===== config.mk =====
export PLATFORM = sky130hd
export DESIGN_NAME = duration_string_parser_core
export DESIGN_NICKNAME = d
export VERILOG_FILES = /design/src/sv/dsp_pkg.sv /design/src/sv/dsp_front.sv /design/src/sv/dsp_scale.sv /design/src/sv/duration_string_parser_core.sv
export SDC_FILE = /design/constraint.sdc
export NUM_CORES = 2
export LEC_CHECK = 0
export ABC_AREA = 0
export BUFFER_PORTS_ARGS = -buffer_cell sky130_fd_sc_hd__buf_2
export CAP_MARGIN = 20
export CORE_MARGIN = 2
export CORE_UTILIZATION = 35
export CTS_CLUSTER_SIZE = 16
export DETAILED_ROUTE_END_ITERATION = 12
export PLACE_DENSITY = 0.59
export SYNTH_ARGS = -nofsm -noshare
export SYNTH_HDL_FRONTEND = slang
export SYNTH_SLANG_ARGS = --single-unit
export TNS_END_PERCENT = 20

===== constraint.sdc =====
create_clock -name clk -period 12 [get_ports clk]
set_input_delay 2.4 -clock clk [delete_from_list [all_inputs] [get_ports clk]]
set_output_delay 2.4 -clock clk [all_outputs]
set_load 0.005 [all_outputs]

===== src/sv/dsp_pkg.sv =====
`timescale 1ns / 1ps
// ----------------------------------------------------------------------------
// dsp_pkg
// Shared widths, character codes, unit lengths and pipeline word types of the
// duration string parser.
// ----------------------------------------------------------------------------
package dsp_pkg;

  localparam int unsigned SEC_W  = 64;
  localparam int unsigned UNIT_W = 25;
  localparam int unsigned CHAR_W = 8;

  // Character codes
  localparam logic [CHAR_W-1:0] CHAR_0    = 8'h30;
  localparam logic [CHAR_W-1:0] CHAR_9    = 8'h39;
  localparam logic [CHAR_W-1:0] CHAR_Y_LO = 8'h79;
  localparam logic [CHAR_W-1:0] CHAR_Y_UP = 8'h59;
  localparam logic [CHAR_W-1:0] CHAR_W_LO = 8'h77;
  localparam logic [CHAR_W-1:0] CHAR_W_UP = 8'h57;
  localparam logic [CHAR_W-1:0] CHAR_D_LO = 8'h64;
  localparam logic [CHAR_W-1:0] CHAR_D_UP = 8'h44;
  localparam logic [CHAR_W-1:0] CHAR_H_LO = 8'h68;
  localparam logic [CHAR_W-1:0] CHAR_H_UP = 8'h48;
  localparam logic [CHAR_W-1:0] CHAR_M_LO = 8'h6d;
  localparam logic [CHAR_W-1:0] CHAR_M_UP = 8'h4d;
  localparam logic [CHAR_W-1:0] CHAR_S_LO = 8'h73;
  localparam logic [CHAR_W-1:0] CHAR_S_UP = 8'h53;

  // Unit lengths in seconds
  localparam logic [UNIT_W-1:0] SEC_YEAR   = 25'd31557600;
  localparam logic [UNIT_W-1:0] SEC_WEEK   = 25'd604800;
  localparam logic [UNIT_W-1:0] SEC_DAY    = 25'd86400;
  localparam logic [UNIT_W-1:0] SEC_HOUR   = 25'd3600;
  localparam logic [UNIT_W-1:0] SEC_MINUTE = 25'd60;
  localparam logic [UNIT_W-1:0] SEC_SECOND = 25'd1;
  localparam logic [UNIT_W-1:0] SEC_NONE   = 25'd0;

  // Word from the front stage to the scaling stages
  typedef struct packed {
    logic              has_term;
    logic              last;
    logic              bad;
    logic              wrap;
    logic [UNIT_W-1:0] k;
    logic [SEC_W-1:0]  op;
  } front_word_t;

  // Word from the scaling stages to the accumulator
  typedef struct packed {
    logic             has_term;
    logic             last;
    logic             bad;
    logic             wrap;
    logic [SEC_W-1:0] term;
  } term_word_t;

  // Seconds per unit letter, zero for any other byte
  function automatic logic [UNIT_W-1:0] unit_seconds(input logic [CHAR_W-1:0] c);
    logic [UNIT_W-1:0] r;
    unique case (c)
      CHAR_Y_LO, CHAR_Y_UP: r = SEC_YEAR;
      CHAR_W_LO, CHAR_W_UP: r = SEC_WEEK;
      CHAR_D_LO, CHAR_D_UP: r = SEC_DAY;
      CHAR_H_LO, CHAR_H_UP: r = SEC_HOUR;
      CHAR_M_LO, CHAR_M_UP: r = SEC_MINUTE;
      CHAR_S_LO, CHAR_S_UP: r = SEC_SECOND;
      default:              r = SEC_NONE;
    endcase
    return r;
  endfunction

endpackage


===== src/sv/dsp_front.sv =====
`timescale 1ns / 1ps
// ----------------------------------------------------------------------------
// dsp_front
// Input register, character decode and the pending decimal number. Emits one
// word per character with the operand and unit length to be scaled.
// ----------------------------------------------------------------------------
module dsp_front
  import dsp_pkg::*;
(
  input  logic              clk,
  input  logic              rst,
  input  logic              adv,
  input  logic              in_valid,
  input  logic [CHAR_W-1:0] char_code,
  input  logic              is_last,
  output logic              b_valid,
  output front_word_t       b_word
);

  logic              a_valid;
  logic [CHAR_W-1:0] a_char;
  logic              a_last;

  logic [SEC_W-1:0]  pending;
  logic [SEC_W-1:0]  pending_next;
  logic              bad;
  logic              bad_next;
  front_word_t       word_next;

  logic                is_digit;
  logic [CHAR_W-1:0]   char_diff;
  logic [3:0]          digit;
  logic [UNIT_W-1:0]   k_unit;
  logic [SEC_W+3:0]    p_ext;
  logic [SEC_W+3:0]    times10;
  logic [SEC_W:0]      with_digit;
  logic                digit_wrap;

  // Hold the input word
  always_ff @(posedge clk) begin
    if (rst) begin
      a_valid <= 1'b0;
    end else if (adv) begin
      a_valid <= in_valid;
    end
    if (adv) begin
      a_char <= char_code;
      a_last <= is_last;
    end
  end

  // Decode the character and extend the pending number
  always_comb begin
    is_digit   = (a_char >= CHAR_0) && (a_char <= CHAR_9);
    char_diff  = a_char - CHAR_0;
    digit      = char_diff[3:0];
    k_unit     = unit_seconds(a_char);
    p_ext      = {4'b0, pending};
    times10    = (p_ext << 3) + (p_ext << 1);
    with_digit = {1'b0, times10[SEC_W-1:0]} + {{(SEC_W-3){1'b0}}, digit};
    digit_wrap = (|times10[SEC_W+3:SEC_W]) | with_digit[SEC_W];
  end

  // Next state and the word for the scaling stages
  always_comb begin
    pending_next       = pending;
    bad_next           = bad;
    word_next.has_term = 1'b0;
    word_next.last     = a_last;
    word_next.wrap     = 1'b0;
    word_next.k        = SEC_SECOND;
    word_next.op       = pending;
    if (!bad) begin
      if (is_digit) begin
        pending_next   = with_digit[SEC_W-1:0];
        word_next.wrap = digit_wrap;
        // trailing bare number counts as seconds
        if (a_last) begin
          word_next.has_term = 1'b1;
          word_next.op       = with_digit[SEC_W-1:0];
        end
      end else if (k_unit != SEC_NONE) begin
        word_next.has_term = 1'b1;
        word_next.k        = k_unit;
        pending_next       = '0;
      end else begin
        bad_next = 1'b1;
      end
    end
    word_next.bad = bad_next;
    // restart for the next string
    if (a_last) begin
      pending_next = '0;
      bad_next     = 1'b0;
    end
  end

  // Advance the parse state
  always_ff @(posedge clk) begin
    if (rst) begin
      pending <= '0;
      bad     <= 1'b0;
    end else if (adv && a_valid) begin
      pending <= pending_next;
      bad     <= bad_next;
    end
  end

  // Hold the outgoing word
  always_ff @(posedge clk) begin
    if (rst) begin
      b_valid <= 1'b0;
    end else if (adv) begin
      b_valid <= a_valid;
    end
    if (adv) begin
      b_word <= word_next;
    end
  end

endmodule


===== src/sv/dsp_scale.sv =====
`timescale 1ns / 1ps
// ----------------------------------------------------------------------------
// dsp_scale
// Two-stage multiply of the operand by the unit length: 32x25 partial
// products in the first stage, their sum and the wrap check in the second.
// ----------------------------------------------------------------------------
module dsp_scale
  import dsp_pkg::*;
(
  input  logic        clk,
  input  logic        rst,
  input  logic        adv,
  input  logic        b_valid,
  input  front_word_t b_word,
  output logic        d_valid,
  output term_word_t  d_word
);

  localparam int unsigned HALF_W = SEC_W / 2;
  localparam int unsigned PP_W   = HALF_W + UNIT_W;
  localparam int unsigned FULL_W = HALF_W + PP_W;

  logic              c_valid;
  logic              c_has_term;
  logic              c_last;
  logic              c_bad;
  logic              c_wrap;
  logic [PP_W-1:0]   c_lo;
  logic [PP_W-1:0]   c_hi;
  logic [FULL_W-1:0] full;

  // Form the partial products
  always_ff @(posedge clk) begin
    if (rst) begin
      c_valid <= 1'b0;
    end else if (adv) begin
      c_valid <= b_valid;
    end
    if (adv) begin
      c_has_term <= b_word.has_term;
      c_last     <= b_word.last;
      c_bad      <= b_word.bad;
      c_wrap     <= b_word.wrap;
      c_lo       <= b_word.op[HALF_W-1:0] * b_word.k;
      c_hi       <= b_word.op[SEC_W-1:HALF_W] * b_word.k;
    end
  end

  // Sum the partial products
  assign full = {{HALF_W{1'b0}}, c_lo} + {c_hi, {HALF_W{1'b0}}};

  // Hold the scaled term; any bit above the word is a wrap
  always_ff @(posedge clk) begin
    if (rst) begin
      d_valid <= 1'b0;
    end else if (adv) begin
      d_valid <= c_valid;
    end
    if (adv) begin
      d_word.has_term <= c_has_term;
      d_word.last     <= c_last;
      d_word.bad      <= c_bad;
      d_word.wrap     <= c_wrap | (c_has_term & (|full[FULL_W-1:SEC_W]));
      d_word.term     <= full[SEC_W-1:0];
    end
  end

endmodule


===== src/sv/duration_string_parser_core.sv =====
`timescale 1ns / 1ps
// Path: an accepted character is held in the input register, then in the front
//   word, partial-product and scaled-term registers, before its result word loads.
// Throughput: one character per cycle while the result word is not stalled,
//   set by the pending-number loop and the running-total adder.
// A stalled result word holds the whole pipeline and drops in_ready.
// Reset: synchronous rst clears the parse state, totals and all valid bits.
// ----------------------------------------------------------------------------
// duration_string_parser_core
// Parses a duration string one character per word into seconds, with
// validity and wrap reporting on the final character.
// ----------------------------------------------------------------------------
module duration_string_parser_core
  import dsp_pkg::*;
(
  input  logic              clk,
  input  logic              rst,
  input  logic              in_valid,
  output logic              in_ready,
  input  logic [CHAR_W-1:0] char_code,
  input  logic              is_last,
  output logic              out_valid,
  input  logic              out_ready,
  output logic              valid_res,
  output logic [SEC_W-1:0]  seconds,
  output logic              overflowed
);

  logic        adv;
  logic        b_valid;
  front_word_t b_word;
  logic        d_valid;
  term_word_t  d_word;

  logic [SEC_W-1:0] total;
  logic             wrap_acc;
  logic [SEC_W-1:0] addend;
  logic [SEC_W:0]   sum;
  logic             wrap_all;

  // Advance whenever the result register is free or being taken
  assign adv      = !out_valid || out_ready;
  assign in_ready = adv;

  dsp_front u_front (
    .clk       (clk),
    .rst       (rst),
    .adv       (adv),
    .in_valid  (in_valid),
    .char_code (char_code),
    .is_last   (is_last),
    .b_valid   (b_valid),
    .b_word    (b_word)
  );

  dsp_scale u_scale (
    .clk     (clk),
    .rst     (rst),
    .adv     (adv),
    .b_valid (b_valid),
    .b_word  (b_word),
    .d_valid (d_valid),
    .d_word  (d_word)
  );

  // Add the scaled term to the running total
  always_comb begin
    addend   = d_word.has_term ? d_word.term : '0;
    sum      = {1'b0, total} + {1'b0, addend};
    wrap_all = wrap_acc | d_word.wrap | sum[SEC_W];
  end

  // Accumulate, restart after the final character
  always_ff @(posedge clk) begin
    if (rst) begin
      total    <= '0;
      wrap_acc <= 1'b0;
    end else if (adv && d_valid) begin
      if (d_word.last) begin
        total    <= '0;
        wrap_acc <= 1'b0;
      end else begin
        total    <= sum[SEC_W-1:0];
        wrap_acc <= wrap_all;
      end
    end
  end

  // Hold the result word until taken
  always_ff @(posedge clk) begin
    if (rst) begin
      out_valid <= 1'b0;
    end else if (adv) begin
      out_valid <= d_valid && d_word.last;
    end
    if (adv && d_valid && d_word.last) begin
      valid_res  <= !d_word.bad;
      seconds    <= d_word.bad ? '0 : sum[SEC_W-1:0];
      overflowed <= wrap_all;
    end
  end

endmodule


==> impl_metrics.tcl <==
set metrics [dict create \
    drv_slew 0 \
    grt_antenna_before_repair 7 \
    critPathArrivalTime_ns 9.17 \
    multi_input_area_um2 51840 \
    grt_pass1_wl_um 300000 \
    io_buffers 80 \
    critPathKind "register to register" \
    finalClockSkew_ns 0.05090 \
    crit_fanout 32 \
    avgSynthCellArea_um2 9.351 \
    clock.fmax_mhz 114.0 \
    num_rows 166 \
    rr_worst_depth 26 \
    syn_area_um2 71770 \
    period_share 0.7313 \
    cts_setup_buffers 0 \
    synth_seq_cells 477 \
    synth-edff-count 342 \
    slowest_stage "edfxtp_1" \
    synthSimpleGateAreaFrac 0.1435 \
    holdWs_ns 0.4142 \
    worstMarginPinSlew_ns 1.172 \
    grt_max_degree 161 \
    cts_buffers 56 \
    synthMuxAreaShare 0.004428 \
    dieWidth_um 456.8 \
    peakVddDrop_mv 0.1065 \
    regArea_um2 12970 \
    layoutNonFillerInstCount 10300 \
    wl_um 190000 \
    ant_nets 0 \
    syn_to_final_growth_pct 7.027 \
    ctsRootBufferMaster "clkbuf_16" \
    clock_latency_ns 0.68 \
    rsz0062_at_grt "no" \
    firstDrtPassIters 5 \
    synth_top_family_by_area "adder cells" \
    cpLargestDelayFamily "adder cells" \
    powerDensity_nw_per_um2 47.07 \
    clock_sinks 477 \
    io_pins 81 \
    vias 51080 \
    start_util 0.3515 \
    max_stage_delay_ns 0.89 \
    cts_tree "done" \
    slew_headroom 0.2185 \
    crit_path_end_kind "register" \
    cts-resized-gates 0 \
    clk_pin_slew_ns 0.06 \
    place.gp.congestion 0.9097 \
    synth_ff_type "edfxtp_1" \
    drive_gt1_frac 0.04480 \
    dp_hpwl_um 157700 \
    critPathLaunch "u_front.b_word[73]$_SDFFCE_PP0N_" \
    syn_nets 9483 \
    crit_buf_inv 5 \
    clock_path_buffers 3 \
    via_per_inst 4.960 \
    num-nets-final 9371 \
    cts_hold_buf 0 \
    finalSetupTns_ns 0 \
    dieArea_um2 208700 \
    filler_cell_count 20540 \
    final_core_utilization 0.3762 \
    async_flop_share 0 \
    synth-xor-area-share 0.04768 \
    drt_iter0_markers 3564 \
    worst_setup_path_start_kind "register" \
    path_depth 26 \
    grt_pass1_vias 53060 \
    finalHoldViolCount 0 \
    fin_ws_ns 3.225 \
    finalSetupViolations 0 \
    place_inst 10190 \
    yosysUniqueCellTypes 101 \
    hp-class "register to register" \
    status "complete, no violations" \
    crit_top_cell "fa_1" \
    max_cap_violations 0 \
    die_h_um 456.8 \
    h-tree-depth 2 \
    p_leak_nw 38.01 \
    synthAdderAreaFrac 0.4235 \
    grt_use_total 0.1811 \
    r2r-start "u_front.b_word[73]$_SDFFCE_PP0N_" \
    netlist_instances 7675 \
    yosysSeqAreaShare 0.1807 \
    drc 0 \
    wl_per_cell_um 18.44 \
    synth_compound_area_frac 0.1028 \
    core_area_um2 204200 \
    place_ws_ns 3.223 \
    reg2reg_to "u_scale.c_hi[53]$_DFFE_PN_" \
    min_period_ns 8.775 \
    r2r_setup_slack_ns 3.22 \
    yosys_warnings 0 \
    overflow 0 \
    setup.worst_path.end "u_scale.c_hi[53]$_DFFE_PN_" \
    cp.required_ns 12.39 \
]
[worst min-delay path by stage]
stage	from	to	cells past startpoint
floorplan	u_front.b_word[90]$_DFFE_PN_	u_scale.c_bad$_DFFE_PN_	0
global placement	u_scale.c_lo[4]$_DFFE_PN_	u_scale.d_word[4]$_DFFE_PN_	0
detailed placement	u_scale.c_lo[1]$_DFFE_PN_	u_scale.d_word[1]$_DFFE_PN_	0
CTS	u_scale.c_lo[19]$_DFFE_PN_	u_scale.d_word[19]$_DFFE_PN_	0
global route	u_scale.c_lo[3]$_DFFE_PN_	u_scale.d_word[3]$_DFFE_PN_	0
finish	u_front.b_word[92]$_SDFFCE_PP0N_	u_scale.c_has_term$_DFFE_PN_	0
[metal layers]
| layer | part of all wire | wire length (um) | up-vias | global-route usage |
|---|---|---|---|---|
| met5 | 0 | 0 | - | 0 |
| met4 | 0.023 | 4295 | 0 | 0.04186 |
| met3 | 0.072 | 13740 | 217 | 0.03789 |
| met2 | 0.45 | 84640 | 1343 | 0.2850 |
| met1 | 0.46 | 87290 | 25280 | 0.2545 |
| li1 | - | - | 24240 | - |
[placed cells by master (no fill, tap or decap), types with 20 or more instances in the layout]
cell type and instances:
inv_1 1543, fa_1 1057, ha_1 738, and2_1 682, nand2_1 643, edfxtp_1 342, a21oi_1 274, nor2_1 258
o21ai_0 251, xnor2_1 194, xor2_1 193, a21o_1 144, dfxtp_1 135, nand3_1 80, buf_2 80, clkbuf_16 60
nand4_1 59, buf_4 57, a31oi_1 52, and3_1 50, nor3_1 48, o21bai_1 43, a22oi_1 41, o21a_1 36
nand2b_1 36, nor2b_1 34, a22o_1 34, a21boi_0 32, o211ai_1 23, a211oi_1 22, mux2_2 22, o21ai_1 20
[power breakdown]
group	total, W	switching, W	internal [W]
sequential	0.00178	0.0000171	0.00176
combinational	0.0000856	0.0000634	0.0000221
clock	0.00175	0.000709	0.00104
[final cells by class]
| type | count | area share |
|---|---|---|
| repair buffers | 140 | 0.01166 |
| flip-flops and latches | 477 | 0.1689 |
| multi-input cells | 5344 | 0.6749 |
| clock inverters | 21 | 0.003323 |
| diodes | 1 | 0.00003258 |
| inverters | 1544 | 0.07545 |
| clock buffers | 85 | 0.02194 |
| well taps | 2688 | 0.04378 |
[sequential cells by signal (all words and copies together) (netlist names), 8 cells and up]
signal / flops
u_front.b_word: 81
u_scale.d_word: 68
seconds: 64
total: 64
u_front.pending: 64
u_scale.c_hi: 57
u_scale.c_lo: 57
u_front.a_char: 8
[per-stage QoR]
step,total power (W),instance area (um^2)
2_1_floorplan,0.001857,71770
3_3_place_gp,0.001897,74840
3_5_place_dp,0.001898,74840
4_1_cts,0.003661,76780
5_1_grt,0.003737,76810
6_report,0.003616,76810
[Yosys cell counts, types with 13 or more instances]
master    count  share of area
inv_1      1544          0.081
fa_1       1057           0.29
ha_1        738           0.13
and2_1      682          0.059
nand2_1     645          0.034
edfxtp_1    342           0.14
clkbuf_1    283          0.015
a21oi_1     274          0.019
nor2_1      260          0.014
o21ai_0     251          0.018
xnor2_1     194          0.024
xor2_1      193          0.024
a21o_1      144          0.015
dfxtp_1     135          0.038
nand3_1      80         0.0056
nand4_1      59         0.0051
a31oi_1      52         0.0045
and3_1       50         0.0044
nor3_1       50         0.0035
o21bai_1     43         0.0045
a22oi_1      41         0.0043
nand2b_1     37         0.0032
o21a_1       36         0.0038
a22o_1       34         0.0041
nor2b_1      34         0.0030
a21boi_0     32         0.0033
o211ai_1     23         0.0024
a211oi_1     22         0.0023
mux2_2       22         0.0035
o21ai_1      20         0.0014
a31o_2       15         0.0018
o31ai_1      15         0.0016
or3_1        14         0.0012
and4_1       13         0.0016
buf_2        13        0.00091
or2_2        13         0.0011
[kinds of logic (layout without fill, tap and decap cells)]
logic type / after synthesis / after routing
other: 0 / 1
AO/OA/AOI/OAI: 1128 / 1128
buffers and inverters: 1854 / 1790
XOR/XNOR: 389 / 389
multiplexers: 29 / 29
flip-flops: 477 / 477
adder cells (fa/ha/maj): 1795 / 1795
AND/OR/NAND/NOR: 2003 / 2003
(Power assumes the default switching activity.)
